[src/design/scrb_pkg.sv]
package scrb_pkg;

    // ring geometry
    localparam int BUF_DEPTH = 256;
    localparam int PTR_W     = $clog2(BUF_DEPTH);
    localparam int CNT_W     = $clog2(BUF_DEPTH + 1);

    // field widths
    localparam int CHAR_W    = 7;
    localparam int CODE_W    = 8;
    localparam int FUNC_W    = 2;
    localparam int STAT_W    = 3;
    localparam int IN_DATA_W  = 8;
    localparam int OUT_DATA_W = 16;

    // special characters of the translation rom
    localparam logic [CHAR_W-1:0] CH_NONE     = 7'd0;
    localparam logic [CHAR_W-1:0] CH_UNMAPPED = 7'd4;
    localparam logic [CHAR_W-1:0] CH_BS       = 7'd8;
    localparam logic [CHAR_W-1:0] CH_ESC      = 7'd27;

    typedef enum logic [FUNC_W-1:0] {
        FUNC_SCAN    = 2'd0,
        FUNC_CONSUME = 2'd1,
        FUNC_PEEK    = 2'd2,
        FUNC_NONE    = 2'd3
    } t_func;

    typedef enum logic [STAT_W-1:0] {
        STAT_INVALID  = 3'd0,
        STAT_FULL     = 3'd1,
        STAT_DELETED  = 3'd2,
        STAT_STORED   = 3'd3,
        STAT_UNMAPPED = 3'd4
    } t_status;

    // memory access issued when a request is taken
    typedef struct packed {
        logic              we;
        logic [PTR_W-1:0]  waddr;
        logic [CHAR_W-1:0] wdata;
        logic              re;
        logic [PTR_W-1:0]  raddr;
    } t_mem_req;

    // result fields known at request time
    typedef struct packed {
        t_status status;
        logic    key_hit;
        logic    key_avail;
    } t_step_res;

    // pointer step forward around the ring
    function automatic logic [PTR_W-1:0] ptr_next(input logic [PTR_W-1:0] p);
        logic [PTR_W-1:0] q;
        if (p == PTR_W'(BUF_DEPTH - 1)) begin
            q = '0;
        end else begin
            q = p + PTR_W'(1);
        end
        return q;
    endfunction

    // pointer step back around the ring
    function automatic logic [PTR_W-1:0] ptr_prev(input logic [PTR_W-1:0] p);
        logic [PTR_W-1:0] q;
        if (p == '0) begin
            q = PTR_W'(BUF_DEPTH - 1);
        end else begin
            q = p - PTR_W'(1);
        end
        return q;
    endfunction

    // distance from base to p going forward around the ring
    function automatic logic [PTR_W-1:0] ptr_dist(input logic [PTR_W-1:0] p,
                                                  input logic [PTR_W-1:0] base);
        logic [PTR_W:0] d;
        if (p >= base) begin
            d = {1'b0, p} - {1'b0, base};
        end else begin
            d = {1'b0, p} + (PTR_W+1)'(BUF_DEPTH) - {1'b0, base};
        end
        return d[PTR_W-1:0];
    endfunction

    // scan code set 1 make-code table
    function automatic logic [CHAR_W-1:0] translate(input logic [CHAR_W-1:0] code);
        logic [CHAR_W-1:0] ch;
        case (code)
            7'd1:  ch = CH_ESC;
            7'd2:  ch = 7'd49;
            7'd3:  ch = 7'd50;
            7'd4:  ch = 7'd51;
            7'd5:  ch = 7'd52;
            7'd6:  ch = 7'd53;
            7'd7:  ch = 7'd54;
            7'd8:  ch = 7'd55;
            7'd9:  ch = 7'd56;
            7'd10: ch = 7'd57;
            7'd11: ch = 7'd48;
            7'd12: ch = 7'd45;
            7'd13: ch = 7'd61;
            7'd14: ch = CH_BS;
            7'd15: ch = 7'd9;
            7'd16: ch = 7'd113;
            7'd17: ch = 7'd119;
            7'd18: ch = 7'd101;
            7'd19: ch = 7'd114;
            7'd20: ch = 7'd116;
            7'd21: ch = 7'd121;
            7'd22: ch = 7'd117;
            7'd23: ch = 7'd105;
            7'd24: ch = 7'd111;
            7'd25: ch = 7'd112;
            7'd26: ch = 7'd91;
            7'd27: ch = 7'd93;
            7'd28: ch = 7'd10;
            7'd30: ch = 7'd97;
            7'd31: ch = 7'd115;
            7'd32: ch = 7'd100;
            7'd33: ch = 7'd102;
            7'd34: ch = 7'd103;
            7'd35: ch = 7'd104;
            7'd36: ch = 7'd106;
            7'd37: ch = 7'd107;
            7'd38: ch = 7'd108;
            7'd39: ch = 7'd59;
            7'd40: ch = 7'd39;
            7'd41: ch = 7'd96;
            7'd43: ch = 7'd124;
            7'd44: ch = 7'd122;
            7'd45: ch = 7'd120;
            7'd46: ch = 7'd99;
            7'd47: ch = 7'd118;
            7'd48: ch = 7'd98;
            7'd49: ch = 7'd110;
            7'd50: ch = 7'd109;
            7'd51: ch = 7'd44;
            7'd52: ch = 7'd46;
            7'd53: ch = 7'd47;
            7'd55: ch = 7'd42;
            7'd57: ch = 7'd32;
            7'd74: ch = 7'd45;
            7'd78: ch = 7'd43;
            default: ch = CH_UNMAPPED;
        endcase
        return ch;
    endfunction

endpackage

[src/design/scrb_char_ram.sv]
module scrb_char_ram (
    input  logic                          i_clk,
    input  logic                          i_we,
    input  logic [scrb_pkg::PTR_W-1:0]    i_waddr,
    input  logic [scrb_pkg::CHAR_W-1:0]   i_wdata,
    input  logic                          i_re,
    input  logic [scrb_pkg::PTR_W-1:0]    i_raddr,
    output logic [scrb_pkg::CHAR_W-1:0]   o_rdata
);

    logic [scrb_pkg::CHAR_W-1:0] r_mem [scrb_pkg::BUF_DEPTH];
    logic [scrb_pkg::CHAR_W-1:0] r_rdata;

    // write port
    always_ff @(posedge i_clk) begin
        if (i_we) begin
            r_mem[i_waddr] <= i_wdata;
        end
    end

    // registered read port
    always_ff @(posedge i_clk) begin
        if (i_re) begin
            r_rdata <= r_mem[i_raddr];
        end
    end

    assign o_rdata = r_rdata;

endmodule

[src/design/scrb_ctrl.sv]
module scrb_ctrl (
    input  logic                          i_clk,
    input  logic                          i_rst_n,
    input  logic                          i_accept,
    input  scrb_pkg::t_func               i_func,
    input  logic [scrb_pkg::CODE_W-1:0]   i_scan_code,
    output scrb_pkg::t_mem_req            o_mem_req,
    output scrb_pkg::t_step_res           o_res
);

    logic [scrb_pkg::PTR_W-1:0] r_wr_ptr, n_wr_ptr;
    logic [scrb_pkg::PTR_W-1:0] r_rd_ptr, n_rd_ptr;
    logic [scrb_pkg::PTR_W-1:0] r_pk_ptr, n_pk_ptr;
    logic [scrb_pkg::CNT_W-1:0] r_count,  n_count;

    logic [scrb_pkg::CHAR_W-1:0] ch;
    logic [scrb_pkg::PTR_W-1:0]  wr_prev;
    logic                        ring_full;
    logic                        ring_empty;
    logic                        pk_occupied;

    // occupied slots are exactly read_ptr up to write_ptr, so the fill count
    // tells whether any slot holds a character without touching the memory
    assign ch          = scrb_pkg::translate(i_scan_code[scrb_pkg::CHAR_W-1:0]);
    assign wr_prev     = scrb_pkg::ptr_prev(r_wr_ptr);
    assign ring_full   = (r_count == scrb_pkg::CNT_W'(scrb_pkg::BUF_DEPTH));
    assign ring_empty  = (r_count == '0);
    assign pk_occupied = (scrb_pkg::CNT_W'(scrb_pkg::ptr_dist(r_pk_ptr, r_rd_ptr)) < r_count);

    // request decode and next pointer values
    always_comb begin
        n_wr_ptr = r_wr_ptr;
        n_rd_ptr = r_rd_ptr;
        n_pk_ptr = r_pk_ptr;
        n_count  = r_count;

        o_mem_req.we    = 1'b0;
        o_mem_req.waddr = r_wr_ptr;
        o_mem_req.wdata = ch;
        o_mem_req.re    = 1'b0;
        o_mem_req.raddr = r_rd_ptr;

        o_res.status  = scrb_pkg::STAT_INVALID;
        o_res.key_hit = 1'b0;

        unique case (i_func)
            scrb_pkg::FUNC_SCAN: begin
                if (i_scan_code[scrb_pkg::CODE_W-1]) begin
                    o_res.status = scrb_pkg::STAT_INVALID;
                end else if (ring_full) begin
                    o_res.status = scrb_pkg::STAT_FULL;
                end else if (ch == scrb_pkg::CH_BS) begin
                    // take back the newest unconsumed character
                    o_res.status = scrb_pkg::STAT_DELETED;
                    if (!ring_empty) begin
                        n_wr_ptr = wr_prev;
                        n_count  = r_count - scrb_pkg::CNT_W'(1);
                        if (r_pk_ptr == r_wr_ptr) begin
                            n_pk_ptr = wr_prev;
                        end
                    end
                end else if (ch != scrb_pkg::CH_UNMAPPED) begin
                    o_res.status = scrb_pkg::STAT_STORED;
                    o_mem_req.we = i_accept;
                    n_wr_ptr     = scrb_pkg::ptr_next(r_wr_ptr);
                    n_count      = r_count + scrb_pkg::CNT_W'(1);
                end else begin
                    o_res.status = scrb_pkg::STAT_UNMAPPED;
                end
            end
            scrb_pkg::FUNC_CONSUME: begin
                o_mem_req.re    = i_accept;
                o_mem_req.raddr = r_rd_ptr;
                o_res.key_hit   = !ring_empty;
                if (!ring_empty) begin
                    n_rd_ptr = scrb_pkg::ptr_next(r_rd_ptr);
                    n_count  = r_count - scrb_pkg::CNT_W'(1);
                    if (r_pk_ptr == r_rd_ptr) begin
                        n_pk_ptr = scrb_pkg::ptr_next(r_pk_ptr);
                    end
                end
            end
            scrb_pkg::FUNC_PEEK: begin
                o_mem_req.re    = i_accept;
                o_mem_req.raddr = r_pk_ptr;
                o_res.key_hit   = pk_occupied;
                if (pk_occupied) begin
                    n_pk_ptr = scrb_pkg::ptr_next(r_pk_ptr);
                end
            end
            scrb_pkg::FUNC_NONE: begin
                o_res.status = scrb_pkg::STAT_INVALID;
            end
            default: begin
                o_res.status = scrb_pkg::STAT_INVALID;
            end
        endcase

        o_res.key_avail = (n_count != '0);
    end

    // pointer and fill count registers
    always_ff @(posedge i_clk) begin
        if (!i_rst_n) begin
            r_wr_ptr <= '0;
            r_rd_ptr <= '0;
            r_pk_ptr <= '0;
            r_count  <= '0;
        end else if (i_accept) begin
            r_wr_ptr <= n_wr_ptr;
            r_rd_ptr <= n_rd_ptr;
            r_pk_ptr <= n_pk_ptr;
            r_count  <= n_count;
        end
    end

endmodule

[src/design/scancode_key_ring_buffer.sv]
// each result is registered in the pending fields and the ram read, then in the output register
// a request is taken only in idle state; the block stays busy until that result loads, longer on stall
// the next request is taken while the previous result waits on the output register
// reset: synchronous active-low i_rst_n clears pointers, fill count and handshake state
// the character ram needs no clearing pass; the fill count marks which slots hold data
module scancode_key_ring_buffer (
    input  logic        i_clk,
    input  logic        i_rst_n,
    input  logic        i_s_axis_tvalid,
    output logic        o_s_axis_tready,
    input  logic [7:0]  i_s_axis_tdata,   // [7:0] scan_code
    input  logic [1:0]  i_s_axis_tuser,   // [1:0] func
    output logic        o_m_axis_tvalid,
    input  logic        i_m_axis_tready,
    output logic [15:0] o_m_axis_tdata    // [2:0] status, [9:3] key_char, [10] key_available
);

    typedef enum logic [1:0] {
        ST_IDLE = 2'b01,
        ST_BUSY = 2'b10
    } t_state;

    t_state                          r_state, n_state;
    scrb_pkg::t_step_res             r_res;
    scrb_pkg::t_step_res             step_res;
    scrb_pkg::t_mem_req              mem_req;
    logic [scrb_pkg::CHAR_W-1:0]     rdata;
    logic                            r_out_valid;
    logic [scrb_pkg::OUT_DATA_W-1:0] r_out_data;
    logic [scrb_pkg::OUT_DATA_W-1:0] n_out_data;
    logic [scrb_pkg::CHAR_W-1:0]     key_char;
    logic                            accept;
    logic                            load_out;

    assign o_s_axis_tready = (r_state == ST_IDLE);
    assign accept          = i_s_axis_tvalid && o_s_axis_tready;
    assign load_out        = (r_state == ST_BUSY) && (!r_out_valid || i_m_axis_tready);

    scrb_ctrl u_ctrl (
        .i_clk       (i_clk),
        .i_rst_n     (i_rst_n),
        .i_accept    (accept),
        .i_func      (scrb_pkg::t_func'(i_s_axis_tuser)),
        .i_scan_code (i_s_axis_tdata),
        .o_mem_req   (mem_req),
        .o_res       (step_res)
    );

    scrb_char_ram u_ram (
        .i_clk   (i_clk),
        .i_we    (mem_req.we),
        .i_waddr (mem_req.waddr),
        .i_wdata (mem_req.wdata),
        .i_re    (mem_req.re),
        .i_raddr (mem_req.raddr),
        .o_rdata (rdata)
    );

    // result word from pending fields and ram data
    assign key_char   = r_res.key_hit ? rdata : scrb_pkg::CH_NONE;
    assign n_out_data = {(scrb_pkg::OUT_DATA_W - scrb_pkg::STAT_W - scrb_pkg::CHAR_W - 1)'(0),
                         r_res.key_avail, key_char, r_res.status};

    // request sequencing
    always_comb begin
        n_state = r_state;
        unique case (r_state)
            ST_IDLE: begin
                if (accept) begin
                    n_state = ST_BUSY;
                end
            end
            ST_BUSY: begin
                if (load_out) begin
                    n_state = ST_IDLE;
                end
            end
            default: begin
                n_state = ST_IDLE;
            end
        endcase
    end

    always_ff @(posedge i_clk) begin
        if (!i_rst_n) begin
            r_state <= ST_IDLE;
        end else begin
            r_state <= n_state;
        end
    end

    // pending result fields
    always_ff @(posedge i_clk) begin
        if (accept) begin
            r_res <= step_res;
        end
    end

    // output register
    always_ff @(posedge i_clk) begin
        if (!i_rst_n) begin
            r_out_valid <= 1'b0;
        end else if (load_out) begin
            r_out_valid <= 1'b1;
        end else if (i_m_axis_tready) begin
            r_out_valid <= 1'b0;
        end
    end

    always_ff @(posedge i_clk) begin
        if (load_out) begin
            r_out_data <= n_out_data;
        end
    end

    assign o_m_axis_tvalid = r_out_valid;
    assign o_m_axis_tdata  = r_out_data;

endmodule

[config.mk]
export PLATFORM = sky130hd
export DESIGN_NAME = scancode_key_ring_buffer
export DESIGN_NICKNAME = d
export VERILOG_FILES = /design/src/design/scrb_pkg.sv /design/src/design/scrb_char_ram.sv /design/src/design/scrb_ctrl.sv /design/src/design/scancode_key_ring_buffer.sv
export SDC_FILE = /design/constraint.sdc
export NUM_CORES = 2
export LEC_CHECK = 0
export ABC_AREA = 0
export BUFFER_PORTS_ARGS = -buffer_cell sky130_fd_sc_hd__buf_4
export CORE_MARGIN = 5
export CORE_UTILIZATION = 40
export CTS_CLUSTER_DIAMETER = 150
export DETAILED_ROUTE_END_ITERATION = 6
export SLEW_MARGIN = 5
export SYNTH_ARGS = -nofsm -noshare
export SYNTH_HDL_FRONTEND = slang
export SYNTH_SLANG_ARGS = --single-unit
[constraint.sdc]
create_clock -name i_clk -period 36.7 [get_ports i_clk]
set_input_delay 3.67 -clock i_clk [delete_from_list [all_inputs] [get_ports i_clk]]
set_output_delay 3.67 -clock i_clk [all_outputs]
set_load 0.01 [all_outputs]
==> flow_summary.json <==
{
  "drtIter0Drc": 5690,
  "synth.area.top_cells": "edfxtp_1 70%, nand2_1 7.8%, nand3_1 5.9%",
  "routedWlPerCell_um": 24.4,
  "drtPass1Iterations": 7,
  "synth_edf_count": 1815,
  "grt-ovfl-total": 0,
  "io_pins": 32,
  "leakage_nw": 28.6,
  "max-slew-margin-rel_pct": 14.9,
  "core_um2": 195000,
  "path_cells": "buf_4, inv_1, ha_1, and3_4, a21o_4, buf_12, buf_4, buf_4, buf_4, a211oi_1, a311oi_1, a311oi_1, a31oi_1, mux2i_1, mux2i_1, mux2i_1, mux2i_1",
  "finalCritPeriodShare_pct": 26.8,
  "cts.sinks": 1851,
  "crit_family": "buffers and inverters",
  "drive_above_1_share_pct": 6.29,
  "row_count": 162,
  "hold_path_depth": 0,
  "cpPeakStageDelay_ns": 0.84,
  "yosysMostFrequentCell": "edfxtp_1",
  "utilization_pct": 44.3,
  "dieArea_um2": 204000,
  "reg2reg_slack_ns": 30.18,
  "synth_flop_cell": "edfxtp_1",
  "power_density_nw_per_um2": 51.5,
  "switchingPower_w": 0.00102,
  "rsz0062_at_grt": "false",
  "hp-start": "n_out_data[2]$_SDFFCE_PP0P_",
  "portBuffers": 26,
  "critPathSlowestCell": "buf_4",
  "remaining_drc_errors": 3,
  "pwr-share-comb_pct": 6.2,
  "dp_hpwl_mm": 121,
  "htreeDepth": 4,
  "worstRegToRegCells": 14,
  "drv_slew": 0,
  "path_clk_slew_ns": 0.06,
  "root_buffer": "clkbuf_16",
  "postSynthCellCount": 6438,
  "ys_warn_count": 0,
  "antenna_found_initial": 8,
  "path_class": "input pin to flip-flop",
  "clockBufferDepth": 3,
  "setup_viol": 0,
  "grt_pass1_wl_mm": 324,
  "synth_common_cells": "1815 x edfxtp_1, 1634 x nand2_1, 928 x nand3_1, 418 x clkbuf_1, 319 x nor2_1",
  "drt_wl_total_mm": 218,
  "cts_resized": 0,
  "layout.nets": 6291,
  "grt_pass1_vias": 49100,
  "viasPerCell": 5.74,
  "gp_congestion": 0.866,
  "arrival_ns": 10.50,
  "worstHoldEndpoint": "o_m_axis_tdata[2]$_DFFE_PP_",
  "worst_slew_pin_slew_ns": 1.27,
  "track_usage_pct": 20.7,
  "critPathCaptureType": "flip-flop",
  "max_freq_ghz": 0.102,
  "post_cts.repair.setup_buffers": 0,
  "grt_max_degree": 221,
  "ys_seq_area_share_pct": 70.6,
  "max-cap-violations": 0,
  "syn_avg_cell_area_um2": 12.1,
  "fillers": 17600,
  "crit_path_max_fanout": 220,
  "crit_required_ns": 37.37,
  "switching_share_pct": 23.0,
  "pwr-share-clk_pct": 40.8,
  "synth-async-reset-ratio_pct": 0,
  "synthesis.area_um2": 78200,
  "hold_class": "flip-flop to flip-flop",
  "r2r-end": "u_ram.o_rdata[1]$_DFFE_PP_",
  "r2r-start": "u_ctrl.r_pk_ptr[0]$_SDFFE_PN0P_",
  "cts_tree": "yes",
  "clock_latency_ns": 0.83,
  "status": "finished, violations left",
  "area_delta_synth_final_pct": 10.4,
  "cp-start-kind": "input pin",
  "netlist.area_leader.share_pct": 69.7,
  "finalHoldViolCount": 0,
  "seqPwrFrac_pct": 53.0,
  "die_w_um": 452,
  "finalClockSkew_ns": 0.0303,
  "vias": 51300,
  "fp.dieH_um": 452,
  "initial_utilization_pct": 40.2,
  "ys_seq_elements": 1851,
  "yosysUniqueCellTypes": 88,
  "drtAntennaViolNets": 0,
  "period_minus_slack_ns": 9.83,
  "synth.largest_area_cell": "edfxtp_1",
  "failed_checks": "design-rule violations",
  "intPower_w": 0.00342,
  "hold-worst-slack_ns": 0.419,
  "path_buf_inv": 6,
  "finalSetupTns_ns": 0,
  "ctsHoldBuffers": 0,
  "cts-buffers-inserted": 185,
  "ir_drop_mv": 0.0406
}
## area by class of cell
cell class / count / area (um^2) / area share (%)
Tap cell: 2542 / 3180 / 3.69
Clock buffer: 248 / 4980 / 5.77
Timing Repair Buffer: 101 / 896 / 1.04
Inverter: 156 / 601 / 0.696
Antenna cell: 6 / 15.0 / 0.0174
Sequential cell: 1851 / 55200 / 64.0
Multi-Input combinational cell: 3944 / 20600 / 23.9
Clock inverter: 91 / 743 / 0.861
## logic make-up after synthesis
kind of cell    share of synthesized area [%]
other cells                           0.00480
mux                                      1.57
xor+xnor                                0.402
fa+ha+maj                               0.618
flops                                    70.6
compound gates                           7.32
buf+inv                                  3.20
simple gates                             16.3
## sequential cells by signal, summed over array words and instances, names as in the netlist
register         count
u_ctrl.r_wr_ptr      8
n_out_data           4
o_m_axis_tdata      11
u_ctrl.r_pk_ptr      8
u_ram.r_mem       1792
u_ram.o_rdata        7
u_ctrl.r_rd_ptr      8
u_ctrl.r_count       9
r_res                1
r_state              2
o_m_axis_tvalid      1
## how the worst max path moves through the flow
| stage | from | to | slack, ns | cells past startpoint |
|---|---|---|---|---|
| after floorplan | i_s_axis_tdata[1] | u_ram.r_mem[0][5]$_DFFE_PP_ | 19.77 | 7 |
| after global placement | i_s_axis_tuser[0] | u_ram.o_rdata[6]$_DFFE_PP_ | 26.17 | 17 |
| after detailed placement | i_s_axis_tuser[0] | u_ram.o_rdata[1]$_DFFE_PP_ | 26.11 | 17 |
| after CTS | i_s_axis_tuser[0] | u_ram.o_rdata[1]$_DFFE_PP_ | 26.97 | 17 |
| after global routing | i_s_axis_tuser[0] | u_ram.o_rdata[5]$_DFFE_PP_ | 26.37 | 17 |
| final | i_s_axis_tuser[0] | u_ram.o_rdata[1]$_DFFE_PP_ | 26.87 | 17 |
## metal layers
metal	track usage (%)	vias up	share of wire, %
met2	33.6	1935	48
met4	5.98	8	2.6
met3	3.56	319	7.1
met1	28.9	25800	43
li1	-	23300	-
met5	0	-	0.022
## power groups by stage
stage                     combinational, W  sequential [W]  clock [W]
after floorplan                   0.000170         0.00241          0
after global placement            0.000270         0.00240          0
after detailed placement          0.000273         0.00240          0
after CTS                         0.000274         0.00235    0.00184
after global routing              0.000296         0.00235    0.00193
final                             0.000274         0.00235    0.00181
## placed cells by master (no fill, tap or decap), drive strengths merged, types with 5 or more instances in the layout
| master | n |
|---|---|
| conb | 5 |
| a31oi | 122 |
| nor2b | 11 |
| nand2 | 1634 |
| a311oi | 228 |
| o22ai | 7 |
| nand2b | 13 |
| ha | 37 |
| a21o | 7 |
| xor2 | 17 |
| clkinv | 76 |
| edfxtp | 1815 |
| clkbuf | 248 |
| a211oi | 237 |
| nor4 | 6 |
| nor3 | 22 |
| diode | 6 |
| nor2 | 319 |
| nand3 | 929 |
| inv | 159 |
| o211ai | 8 |
| a22oi | 9 |
| a21oi | 44 |
| dfxtp | 36 |
| o21ai | 34 |
| o31ai | 15 |
| nand4 | 12 |
| o21a | 6 |
| buf | 101 |
| and2 | 11 |
| mux2i | 116 |
| xnor2 | 18 |
| bufinv | 8 |
| or3 | 9 |
## worst register-to-register path, stage by stage (launching register included)
cell and delay, ns:
dfxtp_1 0.48, and3_4 0.28, a21o_4 0.52, buf_12 0.83, buf_4 0.82, buf_4 0.85
buf_4 0.77, a211oi_1 0.17, a311oi_1 0.30, a311oi_1 0.10, a31oi_1 0.22, mux2i_1 0.13
mux2i_1 0.59, mux2i_1 0.17, mux2i_1 0.16
## per-stage QoR
step                instance area [um^2]  setup WS [ns]  cells  power, W
floorplan                          78200          19.77   6442   0.00258
global placement                   80500          26.17   8594   0.00267
detailed placement                 80500          26.11   8594   0.00267
CTS                                86300          26.97   8933   0.00446
global route                       86300          26.37   8934   0.00458
finish                             86300          26.87   8939   0.00444
(Power assumes the default switching activity.)
